$ cat src/hdl/btps_pkg.sv
`timescale 1ns / 1ps

package btps_pkg;

  localparam int FAIL_LIMIT = 5;
  localparam int EMPTY_MV   = 3200;
  localparam int FULL_MV    = 4200;

  localparam logic [2:0] FUNC_START      = 3'd0;
  localparam logic [2:0] FUNC_TICK       = 3'd1;
  localparam logic [2:0] FUNC_ACTIVITY   = 3'd2;
  localparam logic [2:0] FUNC_CONNECT    = 3'd3;
  localparam logic [2:0] FUNC_DISCONNECT = 3'd4;

  localparam logic [2:0] EV_NONE     = 3'd0;
  localparam logic [2:0] EV_LOW_BATT = 3'd1;
  localparam logic [2:0] EV_THERMAL  = 3'd2;
  localparam logic [2:0] EV_IDLE     = 3'd3;
  localparam logic [2:0] EV_SLEEP    = 3'd4;

  localparam logic [1:0] REPLY_ACCEPTED = 2'd0;
  localparam logic [1:0] REPLY_REJECTED = 2'd1;

  localparam logic [2:0] REG_THERMAL_INTERVAL = 3'd0;
  localparam logic [2:0] REG_BATTERY_INTERVAL = 3'd1;
  localparam logic [2:0] REG_IDLE_TIMEOUT     = 3'd2;
  localparam logic [2:0] REG_SLEEP_TIMEOUT    = 3'd3;
  localparam logic [2:0] REG_LOW_CUTOFF       = 3'd4;
  localparam logic [2:0] REG_OVERVOLTAGE      = 3'd5;
  localparam logic [2:0] REG_TEMP_LIMITS      = 3'd6;
  localparam logic [2:0] REG_FEATURES         = 3'd7;

  localparam int CFG_W = 40;

  localparam logic [31:0] THERMAL_INTERVAL_RST = 32'd5000;
  localparam logic [31:0] BATTERY_INTERVAL_RST = 32'd60000;
  localparam logic [31:0] IDLE_TIMEOUT_RST     = 32'd3000;
  localparam logic [31:0] SLEEP_TIMEOUT_RST    = 32'd300000;
  localparam logic [12:0] LOW_CUTOFF_RST       = 13'd3200;
  localparam logic [12:0] OVERVOLTAGE_RST      = 13'd4250;
  localparam logic [39:0] TEMP_LIMITS_RST      = 40'h3C_2D28_0500;
  localparam logic [2:0]  FEATURES_RST         = 3'd7;

  localparam logic signed [7:0] TEMP_UNKNOWN = -8'sd128;

  // The percentage is worked out as a multiplication by a scaled reciprocal of the span.
  localparam int PCT_DIV   = (FULL_MV > EMPTY_MV) ? (FULL_MV - EMPTY_MV) : 1;
  localparam int PCT_SHIFT = 13 + $clog2(PCT_DIV + 1);
  localparam longint PCT_MUL = ((64'd100 << PCT_SHIFT) + longint'(PCT_DIV) - 64'd1)
                               / longint'(PCT_DIV);
  localparam int PCT_MUL_W = $clog2(PCT_MUL + 1);
  localparam logic [PCT_MUL_W-1:0] PCT_MUL_V = PCT_MUL[PCT_MUL_W-1:0];

  typedef struct packed {
    logic [2:0]        func;
    logic [31:0]       now_ms;
    logic              usb_power_in;
    logic              vbat_ok;
    logic [12:0]       vbat_sample_mv;
    logic              ntc_ok;
    logic signed [7:0] temp_sample_c;
    logic [1:0]        link_reply;
  } in_item_t;

  typedef struct packed {
    logic [2:0]        event_code;
    logic              charge_on;
    logic              sensor_power_on;
    logic [6:0]        battery_percent;
    logic [12:0]       cached_vbat_mv;
    logic signed [7:0] cached_temp_c;
    logic              usb_power_now;
    logic              ask_active_params;
    logic              ask_idle_params;
  } out_item_t;

  function automatic logic [6:0] pct_of(input logic [12:0] mv);
    logic [12:0]              x;
    logic [13+PCT_MUL_W-1:0]  p;
    logic [6:0]               r;
    x = mv - 13'(EMPTY_MV);
    p = (13+PCT_MUL_W)'(x) * (13+PCT_MUL_W)'(PCT_MUL_V);
    if (mv <= 13'(EMPTY_MV)) begin
      r = 7'd0;
    end else if (mv >= 13'(FULL_MV)) begin
      r = 7'd100;
    end else begin
      r = 7'(p >> PCT_SHIFT);
    end
    return r;
  endfunction

endpackage

$ cat src/hdl/battery_thermal_power_supervisor.sv
`timescale 1ns / 1ps

// Battery, thermal and power supervisor.
// Events (start, tick, activity, connect, disconnect) arrive on the in_ channel with a
// millisecond timestamp and the latest sensor readings; each event gives exactly one
// status beat on the out_ channel, in order. A beat is taken at a clock edge where its
// valid is high and its stall is low.
// An accepted event is held in an input register; from there the whole step is
// evaluated and the status is written to the output register once that register is
// free or its beat is taken. One event is taken every cycle as long as the receiver
// keeps up; the rate is set by the single evaluation stage, which updates the state
// while writing the result.
// When the receiver stalls, the output register holds its beat, the next event waits
// in the input register and in_stall is raised once both are full.
// The cfg_ port writes one register per cycle with cfg_wr_en; the user is to use it
// only while no event is in flight, as the block itself does not enforce this.
// Synchronous reset clears both stages, returns all timers, flags and caches to zero
// (temperature to unknown) and loads the register defaults.
module battery_thermal_power_supervisor
  import btps_pkg::*;
(
  input  logic             clk,
  input  logic             rst_n,
  input  logic             in_valid,
  output logic             in_stall,
  input  in_item_t         in_data,
  output logic             out_valid,
  input  logic             out_stall,
  output out_item_t        out_data,
  input  logic             cfg_wr_en,
  input  logic [2:0]       cfg_index,
  input  logic [CFG_W-1:0] cfg_wdata
);

  typedef struct packed {
    logic charging;
    logic heat;
  } chg_t;

  logic [31:0] thermal_interval_r, battery_interval_r, idle_timeout_r, sleep_timeout_r;
  logic [12:0] low_cutoff_r, overvoltage_r;
  logic [39:0] temp_limits_r;
  logic [2:0]  features_r;

  logic      in_valid_r, out_valid_r, advance;
  in_item_t  in_item_r;
  out_item_t out_item_r, out_item_nxt;

  logic [31:0] act_stamp_r, act_stamp_nxt, bat_stamp_r, bat_stamp_nxt;
  logic [31:0] thm_stamp_r, thm_stamp_nxt;
  logic        link_up_r, link_up_nxt, interacting_r, interacting_nxt;
  logic        fast_req_r, fast_req_nxt, fast_ref_r, fast_ref_nxt;
  logic [2:0]  fails_r, fails_nxt;
  logic [12:0] vbat_r, vbat_nxt;
  logic [6:0]  pct_r, pct_nxt;
  logic        rail_r, rail_nxt, lowlock_r, lowlock_nxt;
  logic signed [7:0] temp_r, temp_nxt;
  logic        charging_r, charging_nxt, usb_r, usb_nxt, heat_r, heat_nxt;

  function automatic chg_t judge(input chg_t cur, input logic usb,
                                 input logic signed [7:0] t, input logic [12:0] vb,
                                 input logic [39:0] lim, input logic [12:0] ovr,
                                 input logic en);
    chg_t r;
    logic over;
    r = cur;
    over = (vb != 13'd0) && (vb >= ovr);
    if (en) begin
      if (!usb) begin
        r.charging = 1'b0;
        r.heat = 1'b0;
      end else begin
        if (t != TEMP_UNKNOWN) begin
          if (t >= $signed(lim[31:24]) || t <= $signed(lim[7:0])) begin
            r.heat = 1'b1;
          end else if (cur.heat && t <= $signed(lim[23:16]) && t >= $signed(lim[15:8])) begin
            r.heat = 1'b0;
          end
        end
        r.charging = !r.heat && !over;
      end
    end
    return r;
  endfunction

  assign advance   = in_valid_r && (!out_valid_r || !out_stall);
  assign in_stall  = in_valid_r && out_valid_r && out_stall;
  assign out_valid = out_valid_r;
  assign out_data  = out_item_r;

  always_comb begin
    logic        done;
    logic [2:0]  ev;
    logic        ask_act, ask_idle;
    logic [31:0] period;
    logic [6:0]  pct_in;
    chg_t        jc;
    done = 1'b0;
    ev = EV_NONE;
    ask_act = 1'b0;
    ask_idle = 1'b0;
    period = usb_r ? thermal_interval_r : battery_interval_r;
    pct_in = pct_of(in_item_r.vbat_sample_mv);
    jc = '0;
    act_stamp_nxt = act_stamp_r;
    bat_stamp_nxt = bat_stamp_r;
    thm_stamp_nxt = thm_stamp_r;
    link_up_nxt = link_up_r;
    interacting_nxt = interacting_r;
    fast_req_nxt = fast_req_r;
    fast_ref_nxt = fast_ref_r;
    fails_nxt = fails_r;
    vbat_nxt = vbat_r;
    pct_nxt = pct_r;
    rail_nxt = rail_r;
    lowlock_nxt = lowlock_r;
    temp_nxt = temp_r;
    charging_nxt = charging_r;
    usb_nxt = usb_r;
    heat_nxt = heat_r;
    case (in_item_r.func)
      FUNC_START: begin
        act_stamp_nxt = in_item_r.now_ms;
        bat_stamp_nxt = in_item_r.now_ms;
        thm_stamp_nxt = in_item_r.now_ms;
        link_up_nxt = 1'b0;
        interacting_nxt = 1'b0;
        fast_req_nxt = 1'b0;
        fast_ref_nxt = 1'b0;
        fails_nxt = 3'd0;
        vbat_nxt = 13'd0;
        pct_nxt = 7'd0;
        lowlock_nxt = 1'b0;
        temp_nxt = TEMP_UNKNOWN;
        usb_nxt = features_r[2] && in_item_r.usb_power_in;
        rail_nxt = 1'b1;
        if (in_item_r.vbat_ok) begin
          vbat_nxt = in_item_r.vbat_sample_mv;
          pct_nxt = pct_in;
          lowlock_nxt = (in_item_r.vbat_sample_mv < low_cutoff_r) && !usb_nxt;
        end
        if (features_r[0] && in_item_r.ntc_ok) begin
          temp_nxt = in_item_r.temp_sample_c;
        end
        jc = judge(2'b00, usb_nxt, temp_nxt, vbat_nxt, temp_limits_r, overvoltage_r,
                   features_r[1]);
        charging_nxt = jc.charging;
        heat_nxt = jc.heat;
      end
      FUNC_TICK: begin
        if (features_r[2]) begin
          usb_nxt = in_item_r.usb_power_in;
        end
        period = usb_nxt ? thermal_interval_r : battery_interval_r;
        if (lowlock_r) begin
          if (!usb_nxt) begin
            ev = EV_LOW_BATT;
            done = 1'b1;
          end else begin
            lowlock_nxt = 1'b0;
            act_stamp_nxt = in_item_r.now_ms;
          end
        end
        if (!done && features_r[0] && (in_item_r.now_ms - thm_stamp_r) >= period) begin
          thm_stamp_nxt = in_item_r.now_ms;
          if (in_item_r.ntc_ok) begin
            temp_nxt = in_item_r.temp_sample_c;
            if (temp_nxt != TEMP_UNKNOWN && temp_nxt >= $signed(temp_limits_r[39:32])) begin
              if (features_r[1]) begin
                charging_nxt = 1'b0;
              end
              ev = EV_THERMAL;
              done = 1'b1;
            end
          end
          if (!done) begin
            jc = judge({charging_nxt, heat_nxt}, usb_nxt, temp_nxt, vbat_nxt,
                       temp_limits_r, overvoltage_r, features_r[1]);
            charging_nxt = jc.charging;
            heat_nxt = jc.heat;
          end
        end
        if (!done && link_up_r && interacting_r &&
            (in_item_r.now_ms - act_stamp_nxt) >= idle_timeout_r) begin
          ask_idle = fast_req_r;
          interacting_nxt = 1'b0;
          fast_req_nxt = 1'b0;
          ev = EV_IDLE;
          done = 1'b1;
        end
        if (!done && (in_item_r.now_ms - bat_stamp_r) >= battery_interval_r) begin
          bat_stamp_nxt = in_item_r.now_ms;
          if (in_item_r.vbat_ok) begin
            fails_nxt = 3'd0;
            vbat_nxt = in_item_r.vbat_sample_mv;
            pct_nxt = pct_in;
            if (usb_nxt && features_r[1] && in_item_r.vbat_sample_mv >= overvoltage_r) begin
              charging_nxt = 1'b0;
            end
            if (in_item_r.vbat_sample_mv < low_cutoff_r) begin
              lowlock_nxt = !usb_nxt;
              ev = EV_LOW_BATT;
              done = 1'b1;
            end
          end else begin
            if (fails_r != 3'd7) begin
              fails_nxt = fails_r + 3'd1;
            end
            if (fails_nxt >= 3'(FAIL_LIMIT)) begin
              lowlock_nxt = !usb_nxt;
              ev = EV_LOW_BATT;
              done = 1'b1;
            end
          end
          if (!done) begin
            jc = judge({charging_nxt, heat_nxt}, usb_nxt, temp_nxt, vbat_nxt,
                       temp_limits_r, overvoltage_r, features_r[1]);
            charging_nxt = jc.charging;
            heat_nxt = jc.heat;
          end
        end
        if (!done && link_up_r && !interacting_r &&
            (in_item_r.now_ms - act_stamp_nxt) >= sleep_timeout_r) begin
          if (usb_nxt) begin
            act_stamp_nxt = in_item_r.now_ms;
          end else begin
            rail_nxt = 1'b0;
            ev = EV_SLEEP;
          end
        end
      end
      FUNC_ACTIVITY: begin
        act_stamp_nxt = in_item_r.now_ms;
        rail_nxt = 1'b1;
        if (link_up_r) begin
          interacting_nxt = 1'b1;
          if (!fast_req_r && !fast_ref_r) begin
            ask_act = 1'b1;
            if (in_item_r.link_reply == REPLY_ACCEPTED) begin
              fast_req_nxt = 1'b1;
            end else if (in_item_r.link_reply == REPLY_REJECTED) begin
              fast_ref_nxt = 1'b1;
            end
          end
        end
      end
      FUNC_CONNECT: begin
        link_up_nxt = 1'b1;
        interacting_nxt = 1'b0;
        act_stamp_nxt = in_item_r.now_ms;
        fast_req_nxt = 1'b0;
        fast_ref_nxt = 1'b0;
      end
      FUNC_DISCONNECT: begin
        link_up_nxt = 1'b0;
        interacting_nxt = 1'b0;
        fast_req_nxt = 1'b0;
        fast_ref_nxt = 1'b0;
      end
      default: begin
      end
    endcase
    out_item_nxt.event_code = ev;
    out_item_nxt.charge_on = charging_nxt;
    out_item_nxt.sensor_power_on = rail_nxt;
    out_item_nxt.battery_percent = pct_nxt;
    out_item_nxt.cached_vbat_mv = vbat_nxt;
    out_item_nxt.cached_temp_c = temp_nxt;
    out_item_nxt.usb_power_now = usb_nxt;
    out_item_nxt.ask_active_params = ask_act;
    out_item_nxt.ask_idle_params = ask_idle;
  end

  always_ff @(posedge clk) begin
    if (!rst_n) begin
      thermal_interval_r <= THERMAL_INTERVAL_RST;
      battery_interval_r <= BATTERY_INTERVAL_RST;
      idle_timeout_r <= IDLE_TIMEOUT_RST;
      sleep_timeout_r <= SLEEP_TIMEOUT_RST;
      low_cutoff_r <= LOW_CUTOFF_RST;
      overvoltage_r <= OVERVOLTAGE_RST;
      temp_limits_r <= TEMP_LIMITS_RST;
      features_r <= FEATURES_RST;
    end else if (cfg_wr_en) begin
      case (cfg_index)
        REG_THERMAL_INTERVAL: thermal_interval_r <= cfg_wdata[31:0];
        REG_BATTERY_INTERVAL: battery_interval_r <= cfg_wdata[31:0];
        REG_IDLE_TIMEOUT:     idle_timeout_r <= cfg_wdata[31:0];
        REG_SLEEP_TIMEOUT:    sleep_timeout_r <= cfg_wdata[31:0];
        REG_LOW_CUTOFF:       low_cutoff_r <= cfg_wdata[12:0];
        REG_OVERVOLTAGE:      overvoltage_r <= cfg_wdata[12:0];
        REG_TEMP_LIMITS:      temp_limits_r <= cfg_wdata[39:0];
        REG_FEATURES:         features_r <= cfg_wdata[2:0];
        default: begin
        end
      endcase
    end
  end

  always_ff @(posedge clk) begin
    if (!rst_n) begin
      in_valid_r <= 1'b0;
      out_valid_r <= 1'b0;
    end else begin
      if (!in_valid_r || advance) begin
        in_valid_r <= in_valid;
      end
      if (advance) begin
        out_valid_r <= 1'b1;
      end else if (!out_stall) begin
        out_valid_r <= 1'b0;
      end
    end
  end

  always_ff @(posedge clk) begin
    if (!in_valid_r || advance) begin
      in_item_r <= in_data;
    end
    if (advance) begin
      out_item_r <= out_item_nxt;
    end
  end

  always_ff @(posedge clk) begin
    if (!rst_n) begin
      act_stamp_r <= '0;
      bat_stamp_r <= '0;
      thm_stamp_r <= '0;
      link_up_r <= 1'b0;
      interacting_r <= 1'b0;
      fast_req_r <= 1'b0;
      fast_ref_r <= 1'b0;
      fails_r <= '0;
      vbat_r <= '0;
      pct_r <= '0;
      rail_r <= 1'b0;
      lowlock_r <= 1'b0;
      temp_r <= TEMP_UNKNOWN;
      charging_r <= 1'b0;
      usb_r <= 1'b0;
      heat_r <= 1'b0;
    end else if (advance) begin
      act_stamp_r <= act_stamp_nxt;
      bat_stamp_r <= bat_stamp_nxt;
      thm_stamp_r <= thm_stamp_nxt;
      link_up_r <= link_up_nxt;
      interacting_r <= interacting_nxt;
      fast_req_r <= fast_req_nxt;
      fast_ref_r <= fast_ref_nxt;
      fails_r <= fails_nxt;
      vbat_r <= vbat_nxt;
      pct_r <= pct_nxt;
      rail_r <= rail_nxt;
      lowlock_r <= lowlock_nxt;
      temp_r <= temp_nxt;
      charging_r <= charging_nxt;
      usb_r <= usb_nxt;
      heat_r <= heat_nxt;
    end
  end

endmodule
$ cat config.mk
export PLATFORM = sky130hd
export DESIGN_NAME = battery_thermal_power_supervisor
export DESIGN_NICKNAME = d
export VERILOG_FILES = /design/src/hdl/btps_pkg.sv /design/src/hdl/battery_thermal_power_supervisor.sv
export SDC_FILE = /design/constraint.sdc
export NUM_CORES = 2
export LEC_CHECK = 0
export ABC_AREA = 0
export BUFFER_PORTS_ARGS = -buffer_cell sky130_fd_sc_hd__buf_2
export CAP_MARGIN = 0
export CORE_MARGIN = 2
export CORE_UTILIZATION = 60
export DETAILED_ROUTE_END_ITERATION = 6
export PLACE_DENSITY = 0.78
export SLEW_MARGIN = 20
export SYNTH_ARGS = -nofsm -noshare
export SYNTH_HDL_FRONTEND = slang
export SYNTH_SLANG_ARGS = --single-unit
$ cat constraint.sdc
create_clock -name clk -period 16 [get_ports clk]
set_clock_uncertainty 0.15 [all_clocks]
set_input_delay 3.2 -clock clk [delete_from_list [all_inputs] [get_ports clk]]
set_output_delay 3.2 -clock clk [all_outputs]
set_load 0.005 [all_outputs]
==> results.json <==
{
  "grt_pass1_vias": 26000,
  "hp-class": "reg2reg",
  "cp_common_cell": "buf_4",
  "max_cap_violations": 0,
  "final_cell_mix": "nand2_1, ha_1, inv_1",
  "synth_cell_types": 95,
  "dpl-instance-area_sq_um": 32900,
  "die-height_um": 234,
  "worst-setup-path-type": "reg2reg",
  "p_clk_share_pct": 32.7,
  "final_common_cell": "nand2_1",
  "setup_viol": 0,
  "cts_setup_buffers": 0,
  "cts_buffer_depth": 3,
  "syn_to_final_growth_pct": 9.63,
  "finalCriticalPeriod_ns": 8.09,
  "synth_edf_count": 97,
  "avgSynthCellArea_sq_um": 8.63,
  "grt_max_degree": 114,
  "internal-power_mw": 2.45,
  "cts_hold_buf": 0,
  "setup_slack_ns": 7.91,
  "io_pins": 147,
  "slowest_delay_ns": 0.52,
  "grt_usage_pct": 32.8,
  "utilization_pct": 66.3,
  "firstDrtPassIters": 6,
  "multi_input_area_sq_um": 20100,
  "portBuffers": 146,
  "ys_ff_latch": 432,
  "dp_slack_ns": 8.04,
  "grt_first_pass_wirelength_mm": 141,
  "vias_per_cell": 6.07,
  "wl_mm": 90.1,
  "start_util_pct": 60.4,
  "largest_register_ffs": 61,
  "routedWlPerCell_um": 20.1,
  "clockRootBuffer": "clkbuf_16",
  "critPathArrivalTime_ns": 8.43,
  "final_cell_area_sq_um": 34800,
  "cts.htree.levels": 2,
  "core_sq_um": 52400,
  "ir_worst_vdd_uv": 87.1,
  "yosysSeqAreaShare_pct": 30.3,
  "fillers": 4260,
  "syn_area_sq_um": 31700,
  "setup_tns_ns": 0,
  "vias": 27200,
  "hold_viol": 0,
  "cp_max_fo": 38,
  "worst_slew_pin_slew_ns": 1.11,
  "cts_made_buffers": 50,
  "power_switching_mw": 1.32,
  "first_iter_violations": 2354,
  "post-dp-hpwl_mm": 64.3,
  "numPlacedInstances": 4392,
  "slew_violations": 0,
  "seq_area_sq_um": 9620,
  "finalWeightedCongestion": 0.930,
  "p_seq_share_pct": 31.7,
  "power_per_cell_area_nw_per_um2": 108,
  "chipWidth_um": 234,
  "p_total_mw": 3.76,
  "synth-main-ff-cell": "dfxtp_1",
  "rows": 84,
  "yosysWarnings": 0,
  "clk_latency_ns": 0.61,
  "max_slew_margin_pct": 25.1,
  "drc": 0,
  "hold_slack_ns": 0.304,
  "antenna_found_initial": 2,
  "synth-async-reset-ratio_pct": 0,
  "cp_slowest_cell": "o21a_1",
  "grt.overflow.total": 0,
  "die_area_sq_um": 54700,
  "worstPathRequired_ns": 16.35,
  "synth_cells": 3672,
  "drive_gt1_share_pct": 9.45,
  "clk_pin_slew_worst_paths_ns": 0.06,
  "fin_cells": 4487,
  "fmax_mhz": 124,
  "period_share_pct": 50.5,
  "crit_path_start_kind": "flop",
  "rsz0062_at_grt": "no",
  "nets": 4378,
  "status": "complete, no violations",
  "antenna_left": 0,
  "cts_tree": "built",
  "end_kind": "flop",
  "largest-register": "in_item_r",
  "cts.sinks": 432,
  "power.share.combinational_pct": 35.6,
  "synth_nets": 4293,
  "p_sw_share_pct": 35.0,
  "cts_resized": 0,
  "power.leakage_nw": 14.7
}
cell usage after synthesis (20+ instances only):
library cell	instances	area share [%]
a211oi_1	29	0.69
a21o_1	59	1.4
a21oi_1	330	5.2
a22o_1	32	0.88
and2_1	30	0.59
clkbuf_1	110	1.3
dfxtp_1	335	21
edfxtp_1	97	9.2
fa_1	56	3.5
ha_1	456	18
inv_1	367	4.3
mux2_2	29	1.0
mux2i_1	133	4.2
nand2_1	558	6.6
nand2b_1	40	0.79
nand3_1	63	0.99
nand4_1	34	0.67
nor2_1	162	1.9
nor2b_1	24	0.47
nor3_1	45	0.71
o211ai_1	59	1.4
o21a_1	42	0.99
o21ai_0	131	2.1
o21bai_1	20	0.47
or3_1	44	0.87
xnor2_1	75	2.1
xor2_1	22	0.61
metal layers:
metal	GRT usage, %	vias up	routed length (um)
met4	14.1	0	3920
met1	43.2	12800	38600
met2	53.4	1012	40500
li1	-	13100	-
met3	5.20	234	7010
met5	0	-	0
kinds of logic (layout without fill, tap and decap cells):
kind of cell | after synthesis | after routing | synth area share (%)
buffers and inverters | 510 | 635 | 6.29
adders and majority gates | 512 | 512 | 21.5
and+or+nand+nor | 1077 | 1077 | 15.4
muxes | 162 | 162 | 5.23
xor gates and xnor gates | 97 | 97 | 2.68
DFF | 432 | 432 | 30.3
other | 0 | 2 | 0
AOI/OAI and AO/OA | 882 | 882 | 18.5
final cells by class:
cell class / count / area share (%)
clock buffer: 66 / 4.19
clock inverter: 26 / 0.886
inverter: 368 / 4.00
sequential: 432 / 27.7
antenna: 2 / 0.0144
timing repair buffer: 175 / 2.79
tap: 688 / 2.48
multi-input combinational: 2730 / 58.0
path summary, 6_finish.rpt:
| path | startpoint | slack [ns] | depth (start not counted) | endpoint |
|---|---|---|---|---|
| setup / recovery | in_item_r[25]$_DFFE_PP_ | 7.91 | 29 | vbat_r[0]$_SDFFE_PN0P_ |
| hold / removal | temp_limits_r[6]$_SDFFE_PN0P_ | 0.30 | 2 | temp_limits_r[6]$_SDFFE_PN0P_ |
| setup reg to reg | in_item_r[25]$_DFFE_PP_ | 7.91 | 29 | vbat_r[0]$_SDFFE_PN0P_ |
| hold reg to reg | temp_limits_r[6]$_SDFFE_PN0P_ | 0.30 | 2 | temp_limits_r[6]$_SDFFE_PN0P_ |
critical path, delay by kind of cell (launching register included):
kind | cells | cell delay (ns)
compound gates | 14 | 3.82
flops | 1 | 0.36
xor+xnor | 1 | 0.24
buf+inv | 3 | 0.96
fa+ha+maj | 3 | 0.94
simple gates | 8 | 1.40
power by group through the flow:
stage / registers (mW) / logic (mW) / clock network (mW)
6_report: 1.19 / 1.34 / 1.23
5_1_grt: 1.19 / 1.52 / 1.28
4_1_cts: 1.19 / 1.33 / 1.24
3_5_place_dp: 1.21 / 1.31 / 0
3_3_place_gp: 1.21 / 1.28 / 0
2_1_floorplan: 1.20 / 0.992 / 0
Note: power is estimated with default switching activity, not from simulation.
